**config.mk**
```make
export PLATFORM = sky130hd
export DESIGN_NAME = integer_to_ascii_formatter
export DESIGN_NICKNAME = d
export VERILOG_FILES = /design/src/design/itaf_pkg.sv /design/src/design/itaf_dabble.sv /design/src/design/integer_to_ascii_formatter.sv
export SDC_FILE = /design/constraint.sdc
export NUM_CORES = 1
export LEC_CHECK = 0
export ABC_AREA = 1
export BUFFER_PORTS_ARGS = -buffer_cell sky130_fd_sc_hd__buf_2
export CAP_MARGIN = 25
export CORE_MARGIN = 3
export CORE_UTILIZATION = 47
export DETAILED_ROUTE_END_ITERATION = 12
export MAX_ROUTING_LAYER = met4
export PLACE_DENSITY_LB_ADDON = 0.25
export SYNTH_ARGS = -nofsm -noshare
export SYNTH_HDL_FRONTEND = slang
export SYNTH_SLANG_ARGS = --single-unit
```
**constraint.sdc**
```tcl
create_clock -name i_clk -period 7.14 [get_ports i_clk]
set_clock_uncertainty 0.2 [all_clocks]
set_input_delay 0.357 -clock i_clk [delete_from_list [all_inputs] [get_ports i_clk]]
set_output_delay 0.357 -clock i_clk [all_outputs]
set_load 0.01 [all_outputs]
```
**src/design/itaf_pkg.sv**
```systemverilog
package itaf_pkg;

    localparam int VALUE_PORT_W       = 64;
    localparam int DEF_VALUE_WIDTH    = 64;
    localparam int DEF_MAX_HEX_DIGITS = 16;

    localparam logic [1:0] OP_SDEC    = 2'd0;
    localparam logic [1:0] OP_UDEC    = 2'd1;
    localparam logic [1:0] OP_HEX     = 2'd2;
    localparam int         OP_HEX_BIT = 1;

    localparam logic [7:0] CH_ZERO  = 8'h30;
    localparam logic [7:0] CH_LOWA  = 8'h61;
    localparam logic [7:0] CH_UPA   = 8'h41;
    localparam logic [7:0] CH_MINUS = 8'h2d;
    localparam logic [7:0] RADIX    = 8'd10;
    localparam logic [3:0] DIG_MAX  = 4'd9;

    typedef enum logic [1:0] {
        ST_IDLE,
        ST_SIGN,
        ST_CONV,
        ST_EMIT
    } t_state;

    typedef struct packed {
        logic load;
        logic step;
    } t_dab_ctrl;

    // decimal digits of 2**w - 1 (1233/4096 ~ log10 2)
    function automatic int dec_digits(input int w);
        return ((w * 1233) >> 12) + 1;
    endfunction

endpackage

```
**src/design/itaf_dabble.sv**
```systemverilog
module itaf_dabble #(
    parameter int VALUE_WIDTH = 64,
    parameter int DEC_DIGITS  = 20
) (
    input  logic                      i_clk,
    input  itaf_pkg::t_dab_ctrl       i_ctrl,
    input  logic [VALUE_WIDTH-1:0]    i_value,
    output logic [VALUE_WIDTH-1:0]    o_bin,
    output logic [4*DEC_DIGITS-1:0]   o_bcd
);
    import itaf_pkg::*;

    localparam int BCD_W = 4 * DEC_DIGITS;

    logic [VALUE_WIDTH-1:0] r_bin, n_bin;
    logic [BCD_W-1:0]       r_bcd, n_bcd;
    logic [BCD_W-1:0]       w_adj;

    // add-3 on every digit of 5 or more, then shift one binary bit in
    always_comb begin
        for (int k = 0; k < DEC_DIGITS; k++) begin
            w_adj[4*k +: 4] = (r_bcd[4*k +: 4] >= 4'd5) ? (r_bcd[4*k +: 4] + 4'd3)
                                                        : r_bcd[4*k +: 4];
        end
    end

    always_comb begin
        n_bin = r_bin;
        n_bcd = r_bcd;
        if (i_ctrl.load) begin
            n_bin = i_value;
            n_bcd = '0;
        end else if (i_ctrl.step) begin
            {n_bcd, n_bin} = {w_adj, r_bin} << 1;
        end
    end

    always_ff @(posedge i_clk) begin
        r_bin <= n_bin;
        r_bcd <= n_bcd;
    end

    assign o_bin = r_bin;
    assign o_bcd = r_bcd;

endmodule

```
**src/design/integer_to_ascii_formatter.sv**
```systemverilog
// Channel | Direction | Handshake          | Payload
// --------+-----------+--------------------+------------------------------------------
// in      | input     | i_valid / o_ready  | i_value i_opcode i_digit_count
//         |           |                    | i_upper_case i_pad_char
// out     | output    | o_valid / i_ready  | o_char_out o_last
//
// Hex: the beat is taken, then each nibble position (1..MAX_HEX_DIGITS) in turn, most significant first.
// Decimal: the beat is taken, a '-' is sent for a negative value, VALUE_WIDTH double-dabble
// shifts follow, then each BCD position in turn (20 for 64 bits).
// Synchronous active-low reset clears the sequencer and the output valid.
// A stalled output holds the sequencer on the pending character; dropped positions
// still advance.
module integer_to_ascii_formatter #(
    parameter int VALUE_WIDTH    = itaf_pkg::DEF_VALUE_WIDTH,
    parameter int MAX_HEX_DIGITS = itaf_pkg::DEF_MAX_HEX_DIGITS
) (
    input  logic                              i_clk,
    input  logic                              i_rst_n,
    input  logic                              i_valid,
    output logic                              o_ready,
    input  logic [itaf_pkg::VALUE_PORT_W-1:0] i_value,
    input  logic [1:0]                        i_opcode,
    input  logic [4:0]                        i_digit_count,
    input  logic                              i_upper_case,
    input  logic [7:0]                        i_pad_char,
    output logic                              o_valid,
    input  logic                              i_ready,
    output logic [7:0]                        o_char_out,
    output logic                              o_last
);
    import itaf_pkg::*;

    localparam int DEC_DIGITS = dec_digits(VALUE_WIDTH);
    localparam int HEX_W      = 4 * MAX_HEX_DIGITS;
    localparam int IDX_N      = (DEC_DIGITS > MAX_HEX_DIGITS) ? DEC_DIGITS : MAX_HEX_DIGITS;
    localparam int IDX_W      = $clog2(IDX_N);
    localparam int CNT_W      = $clog2(VALUE_WIDTH + 1);

    t_state                  r_state, n_state;
    logic                    r_out_valid, n_out_valid;
    logic [7:0]              r_char, n_char;
    logic                    r_last, n_last;
    logic                    r_hex, n_hex;
    logic                    r_upper, n_upper;
    logic [7:0]              r_pad, n_pad;
    logic                    r_lead, n_lead;
    logic [IDX_W-1:0]        r_idx, n_idx;
    logic [CNT_W-1:0]        r_cnt, n_cnt;

    t_dab_ctrl               w_ctrl;
    logic [VALUE_WIDTH-1:0]  w_v, w_mag, w_bin;
    logic [4*DEC_DIGITS-1:0] w_bcd;
    logic [HEX_W-1:0]        w_hex_word;
    logic                    w_accept, w_free, w_neg;
    logic                    w_lead_now, w_emit, w_adv;
    logic [4:0]              w_ndig, w_ndig_m1;
    logic [3:0]              w_nib;
    logic [7:0]              w_letter, w_char;

    itaf_dabble #(
        .VALUE_WIDTH (VALUE_WIDTH),
        .DEC_DIGITS  (DEC_DIGITS)
    ) u_dabble (
        .i_clk   (i_clk),
        .i_ctrl  (w_ctrl),
        .i_value (w_mag),
        .o_bin   (w_bin),
        .o_bcd   (w_bcd)
    );

    generate
        if (VALUE_WIDTH >= HEX_W) begin : g_hex_trunc
            assign w_hex_word = w_bin[HEX_W-1:0];
        end else begin : g_hex_ext
            assign w_hex_word = {{(HEX_W - VALUE_WIDTH){1'b0}}, w_bin};
        end
    endgenerate

    assign o_ready    = (r_state == ST_IDLE);
    assign w_accept   = i_valid && o_ready;
    assign w_free     = !r_out_valid || i_ready;

    assign w_v        = i_value[VALUE_WIDTH-1:0];
    assign w_neg      = (i_opcode == OP_SDEC) && w_v[VALUE_WIDTH-1];
    assign w_mag      = w_neg ? (~w_v + 1'b1) : w_v;

    always_comb begin
        if (i_digit_count == 5'd0) begin
            w_ndig = 5'd1;
        end else if (i_digit_count > 5'(MAX_HEX_DIGITS)) begin
            w_ndig = 5'(MAX_HEX_DIGITS);
        end else begin
            w_ndig = i_digit_count;
        end
    end
    assign w_ndig_m1  = w_ndig - 5'd1;

    assign w_nib      = r_hex ? w_hex_word[4*r_idx +: 4] : w_bcd[4*r_idx +: 4];
    assign w_lead_now = r_lead && (w_nib == 4'd0) && (r_idx != '0);
    assign w_emit     = !w_lead_now || (r_hex && (r_pad != 8'd0));
    assign w_adv      = !w_emit || w_free;
    assign w_letter   = r_upper ? CH_UPA : CH_LOWA;

    always_comb begin
        if (w_lead_now) begin
            w_char = r_pad;
        end else if (w_nib > DIG_MAX) begin
            w_char = w_letter + {4'b0, w_nib} - RADIX;
        end else begin
            w_char = CH_ZERO + {4'b0, w_nib};
        end
    end

    always_comb begin
        n_state = r_state;
        case (r_state)
            ST_IDLE: begin
                if (w_accept) begin
                    if (i_opcode[OP_HEX_BIT]) begin
                        n_state = ST_EMIT;
                    end else if (w_neg) begin
                        n_state = ST_SIGN;
                    end else begin
                        n_state = ST_CONV;
                    end
                end
            end
            ST_SIGN: begin
                if (w_free) begin
                    n_state = ST_CONV;
                end
            end
            ST_CONV: begin
                if (r_cnt == CNT_W'(VALUE_WIDTH - 1)) begin
                    n_state = ST_EMIT;
                end
            end
            ST_EMIT: begin
                if (w_adv && (r_idx == '0)) begin
                    n_state = ST_IDLE;
                end
            end
            default: n_state = ST_IDLE;
        endcase
    end

    always_comb begin
        n_out_valid = r_out_valid && !i_ready;
        n_char      = r_char;
        n_last      = r_last;
        n_hex       = r_hex;
        n_upper     = r_upper;
        n_pad       = r_pad;
        n_lead      = r_lead;
        n_idx       = r_idx;
        n_cnt       = r_cnt;
        w_ctrl      = '0;
        case (r_state)
            ST_IDLE: begin
                if (w_accept) begin
                    w_ctrl.load = 1'b1;
                    n_hex       = i_opcode[OP_HEX_BIT];
                    n_upper     = i_upper_case;
                    n_pad       = i_pad_char;
                    n_lead      = 1'b1;
                    n_cnt       = '0;
                    n_idx       = i_opcode[OP_HEX_BIT] ? w_ndig_m1[IDX_W-1:0]
                                                       : IDX_W'(DEC_DIGITS - 1);
                end
            end
            ST_SIGN: begin
                if (w_free) begin
                    n_out_valid = 1'b1;
                    n_char      = CH_MINUS;
                    n_last      = 1'b0;
                end
            end
            ST_CONV: begin
                w_ctrl.step = 1'b1;
                n_cnt       = r_cnt + 1'b1;
            end
            ST_EMIT: begin
                if (w_adv) begin
                    n_idx  = r_idx - 1'b1;
                    n_lead = w_lead_now;
                    if (w_emit) begin
                        n_out_valid = 1'b1;
                        n_char      = w_char;
                        n_last      = (r_idx == '0);
                    end
                end
            end
            default: ;
        endcase
    end

    always_ff @(posedge i_clk) begin
        if (!i_rst_n) begin
            r_state     <= ST_IDLE;
            r_out_valid <= 1'b0;
        end else begin
            r_state     <= n_state;
            r_out_valid <= n_out_valid;
        end
    end

    always_ff @(posedge i_clk) begin
        r_char  <= n_char;
        r_last  <= n_last;
        r_hex   <= n_hex;
        r_upper <= n_upper;
        r_pad   <= n_pad;
        r_lead  <= n_lead;
        r_idx   <= n_idx;
        r_cnt   <= n_cnt;
    end

    assign o_valid    = r_out_valid;
    assign o_char_out = r_char;
    assign o_last     = r_last;

    a_conv_count: assert property (@(posedge i_clk) disable iff (!i_rst_n)
        (r_state == ST_CONV) |-> (r_cnt < CNT_W'(VALUE_WIDTH)))
        else $error("shift count past value width");

    a_final_char: assert property (@(posedge i_clk) disable iff (!i_rst_n)
        (r_state == ST_EMIT && r_idx == '0 && w_free)
            |=> (r_state == ST_IDLE && o_valid && o_last))
        else $error("final position did not close the number");

    a_hex_direct: assert property (@(posedge i_clk) disable iff (!i_rst_n)
        (w_accept && i_opcode[OP_HEX_BIT]) |=> (r_state == ST_EMIT && r_hex))
        else $error("hex beat did not go straight to emission");

    a_hex_index: assert property (@(posedge i_clk) disable iff (!i_rst_n)
        (r_state == ST_EMIT && r_hex) |-> (32'(r_idx) < MAX_HEX_DIGITS))
        else $error("hex position out of range");

endmodule
```
==> metrics.md <==
| Metric | Value |
|---|---|
| Vias | `11900` |
| Detailed-placement wirelength estimate | `26800 um` |
| Reg clk slew, reported paths | `80 ps` |
| Layout cells sized above 1 | `10.7%` |
| Iter 0 DRT Violations | `1277` |
| Router iterations before antenna repair | `6` |
| Critical path arrival | `3830 ps` |
| Post-Syn Nets | `1863` |
| Placer Congestion | `1.03` |
| Row count | `58` |
| Top cells by area, synth | `edfxtp_1 23%, dfxtp_1 13%, nand2_1 13%` |
| Starting density of the core | `48.4%` |
| Clock Path Buffers | `2` |
| Worst VDD drop | `183 uV` |
| CP cell instances | `buf_4, inv_4, nand2_1, nand3_1, nand3_1, nand3_1, nand2_1, a21oi_1, a21oi_2, inv_1, ha_1, or2_2, nand3_1, nand2_1, inv_1, nor2_1, a21oi_1, nand2_1` |
| Status | `finished clean` |
| First-pass GRT wire length | `58200 um` |
| Postcts setup bufs | `0` |
| N_diodes | `0` |
| Yosys warning total | `0` |
| Area growth from synthesis to layout | `10.7%` |
| Fin crit period | `3840 ps` |
| Fmax | `261 MHz` |
| Startpoint types | `flop` |
| Max stage delay on crit path | `560 ps` |
| # nets final | `1922` |
| Synth top area share | `23.3%` |
| Min-Delay Path Class | `in -> reg` |
| Final cell count without fillers | `2130` |
| Top_reg_cell synth | `edfxtp_1` |
| Pre-CTS setup slack | `3380 ps` |
| Final period util | `53.8%` |
| CTS Buf Count | `17` |
| Drc violations | `0` |
| Sequential fraction of the synthesis area | `36.8%` |
| Worst EP required | `7140 ps` |
| Hold Crit Start | `i_value[0]` |
| Vias per inst | `5.61` |
| Buf/Inv on CP | `4` |
| CTS root buf | `clkbuf_16` |
| Fin. Hold Viols | `0` |
| Fin. max-slew vios | `0` |
| Largest net degree at the start of global routing | `94` |
| Ys async rst share | `0%` |
| Initial antenna violation count | `0` |
| Die area | `28300 um^2` |
| DR WL/cell | `17.1 um` |
| Final wirelength | `36400 um` |
| Post-synth top area cell | `edfxtp_1` |
| Final setup violation count | `0` |
| Clk sinks | `179` |
| Global Route Usage Sum | `26.2%` |
| Seq cells post-synth | `179` |
| LEAKAGE | `5.71 nW` |
| Die width | `168 um` |
| Slew headroom | `36.5%` |
| Worst Setup Slack, final | `3300 ps` |
| Pwr/cell area | `318 nW/um^2` |
| Post-cts resize count | `0` |
| Mapped Avg Cell Area | `7.15 um^2` |
| Count leader, synth | `nand2_1` |
| ANT nets after route | `0` |
| RR Startpoint | `r_hex` |
| CP max FO | `81` |
| I/O Buffers | `94` |
| CTS H-Tree Depth | `4` |
| Vias in the first global route | `11000` |
| Core footprint | `25500 um^2` |
| Critical-path top delay cell | `buf_4` |
| Slew @ Worst Pin | `951 ps` |
| Synth cell types | `49` |
| Synth cell count leaders | `412 x nand2_1, 189 x inv_1, 175 x nor2_1, 147 x o21ai_0, 135 x nand3_1` |
| CP Capture Type | `flop` |
| Ports | `95` |
| Mapped Cells | `1728` |
| Setup TNS | `0 ps` |
| CTS tree | `built` |
| Post-synth EDFFs | `96` |
| Max cap viols | `0` |
| CP delay by family, top | `buffers and inverters` |
| Syn Std Cell Area | `12400 um^2` |
| Inst Count DP | `2087` |
| Overflow after GRT | `0` |
| Crit path from | `r_hex` |
| CP Class | `reg -> reg` |
| Clk_lat worst skew | `440 ps` |
| Vert. Die Dim | `168 um` |
| RSZ-0062 raised after global routing | `no` |
kinds of logic after synthesis:
family / after synthesis / synth area share (%)
flops: 179 / 36.8
simple gates: 828 / 28.9
compound gates: 335 / 15.6
xor+xnor: 67 / 4.75
buf+inv: 268 / 8.87
fa+ha+maj: 51 / 5.16
metrics by stage:
| step | utilization (%) | hold WS [ps] | power [mW] | instance area, um^2 |
|---|---|---|---|---|
| after global routing | 53.6 | 115 | 4.65 | 13700 |
| after CTS | 53.6 | 72.4 | 4.34 | 13700 |
| after detailed placement | 50.8 | 301 | 3.37 | 13000 |
| final | 53.6 | 87.5 | 4.36 | 13700 |
| after global placement | 50.8 | 291 | 3.34 | 13000 |
| after floorplan | - | 255 | 2.88 | 12400 |
layer usage:
layer  track usage (%)  part of all wire, %  vias to the layer above
met4              7.54                  2.3                        0
met5                 -                    0                        -
li1                  -                    -                     5899
met2              38.2                   43                      492
met3              3.29                  8.1                       57
met1              38.4                   47                     5496
worst paths after layout:
path	cells after the start	to	slack, ps
setup reg to reg	18	o_char_out[5]	3300
hold / removal	3	u_dabble.o_bin[0]	90
hold reg to reg	2	u_dabble.o_bcd[75]	320
setup / recovery	18	o_char_out[5]	3300
placed cells by master (no fill, tap or decap), types with 3 or more instances in the layout:
cell type / count
nor2_2: 4
nand4_1: 27
nand2_1: 410
a31oi_1: 14
inv_2: 5
xnor2_1: 17
nor3_1: 18
o31ai_1: 26
o22ai_1: 20
clkbuf_16: 17
a22oi_1: 3
and3_1: 3
o32ai_1: 24
buf_2: 94
buf_4: 9
inv_8: 5
o21ai_1: 5
xor2_1: 50
nor2_4: 3
dlygate4sd3_1: 11
nand3_2: 3
nor4_1: 5
inv_6: 5
inv_1: 188
nand2_2: 6
nor2_1: 174
a21oi_1: 86
dfxtp_1: 83
o21ai_0: 147
nand3_1: 135
ha_1: 51
or2_2: 27
edfxtp_1: 96
worst reg2reg max path, delay by kind of cell, from the launching register on:
family	cells	cell delay [ps]
flip-flops	1	330
adder cells (fa/ha/maj)	1	210
AND/OR/NAND/NOR	10	1140
buffers and inverters	4	1170
AO/OA/AOI/OAI	3	540
timing repair:
item | 4_1_cts | 5_1_grt
endpoints found under the setup margin | 0 | 0
hold buffers | 11 | 0
endpoints found under the hold margin | 13 | 0
cell type report:
class	count	area [um^2]
clock buffers	17	425
clock inverters	15	180
fillers	2524	11900
inverters	194	731
multi-input cells	1281	6740
flip-flops and latches	179	4540
well taps	330	413
repair buffers	114	648
where the power goes:
group / switching (mW) / internal [mW] / total [mW]
clock network: 0.467 / 0.505 / 0.973
logic: 1.15 / 0.487 / 1.63
registers: 0.241 / 1.51 / 1.75
state kept, by name (all words and copies together), names as in the netlist, 2 cells and up:
signal,flops
r_cnt,7
r_idx,5
r_pad,8
o_char_out,8
r_state,2
u_dabble.o_bin,64
u_dabble.o_bcd,80
(Power assumes the default switching activity.)
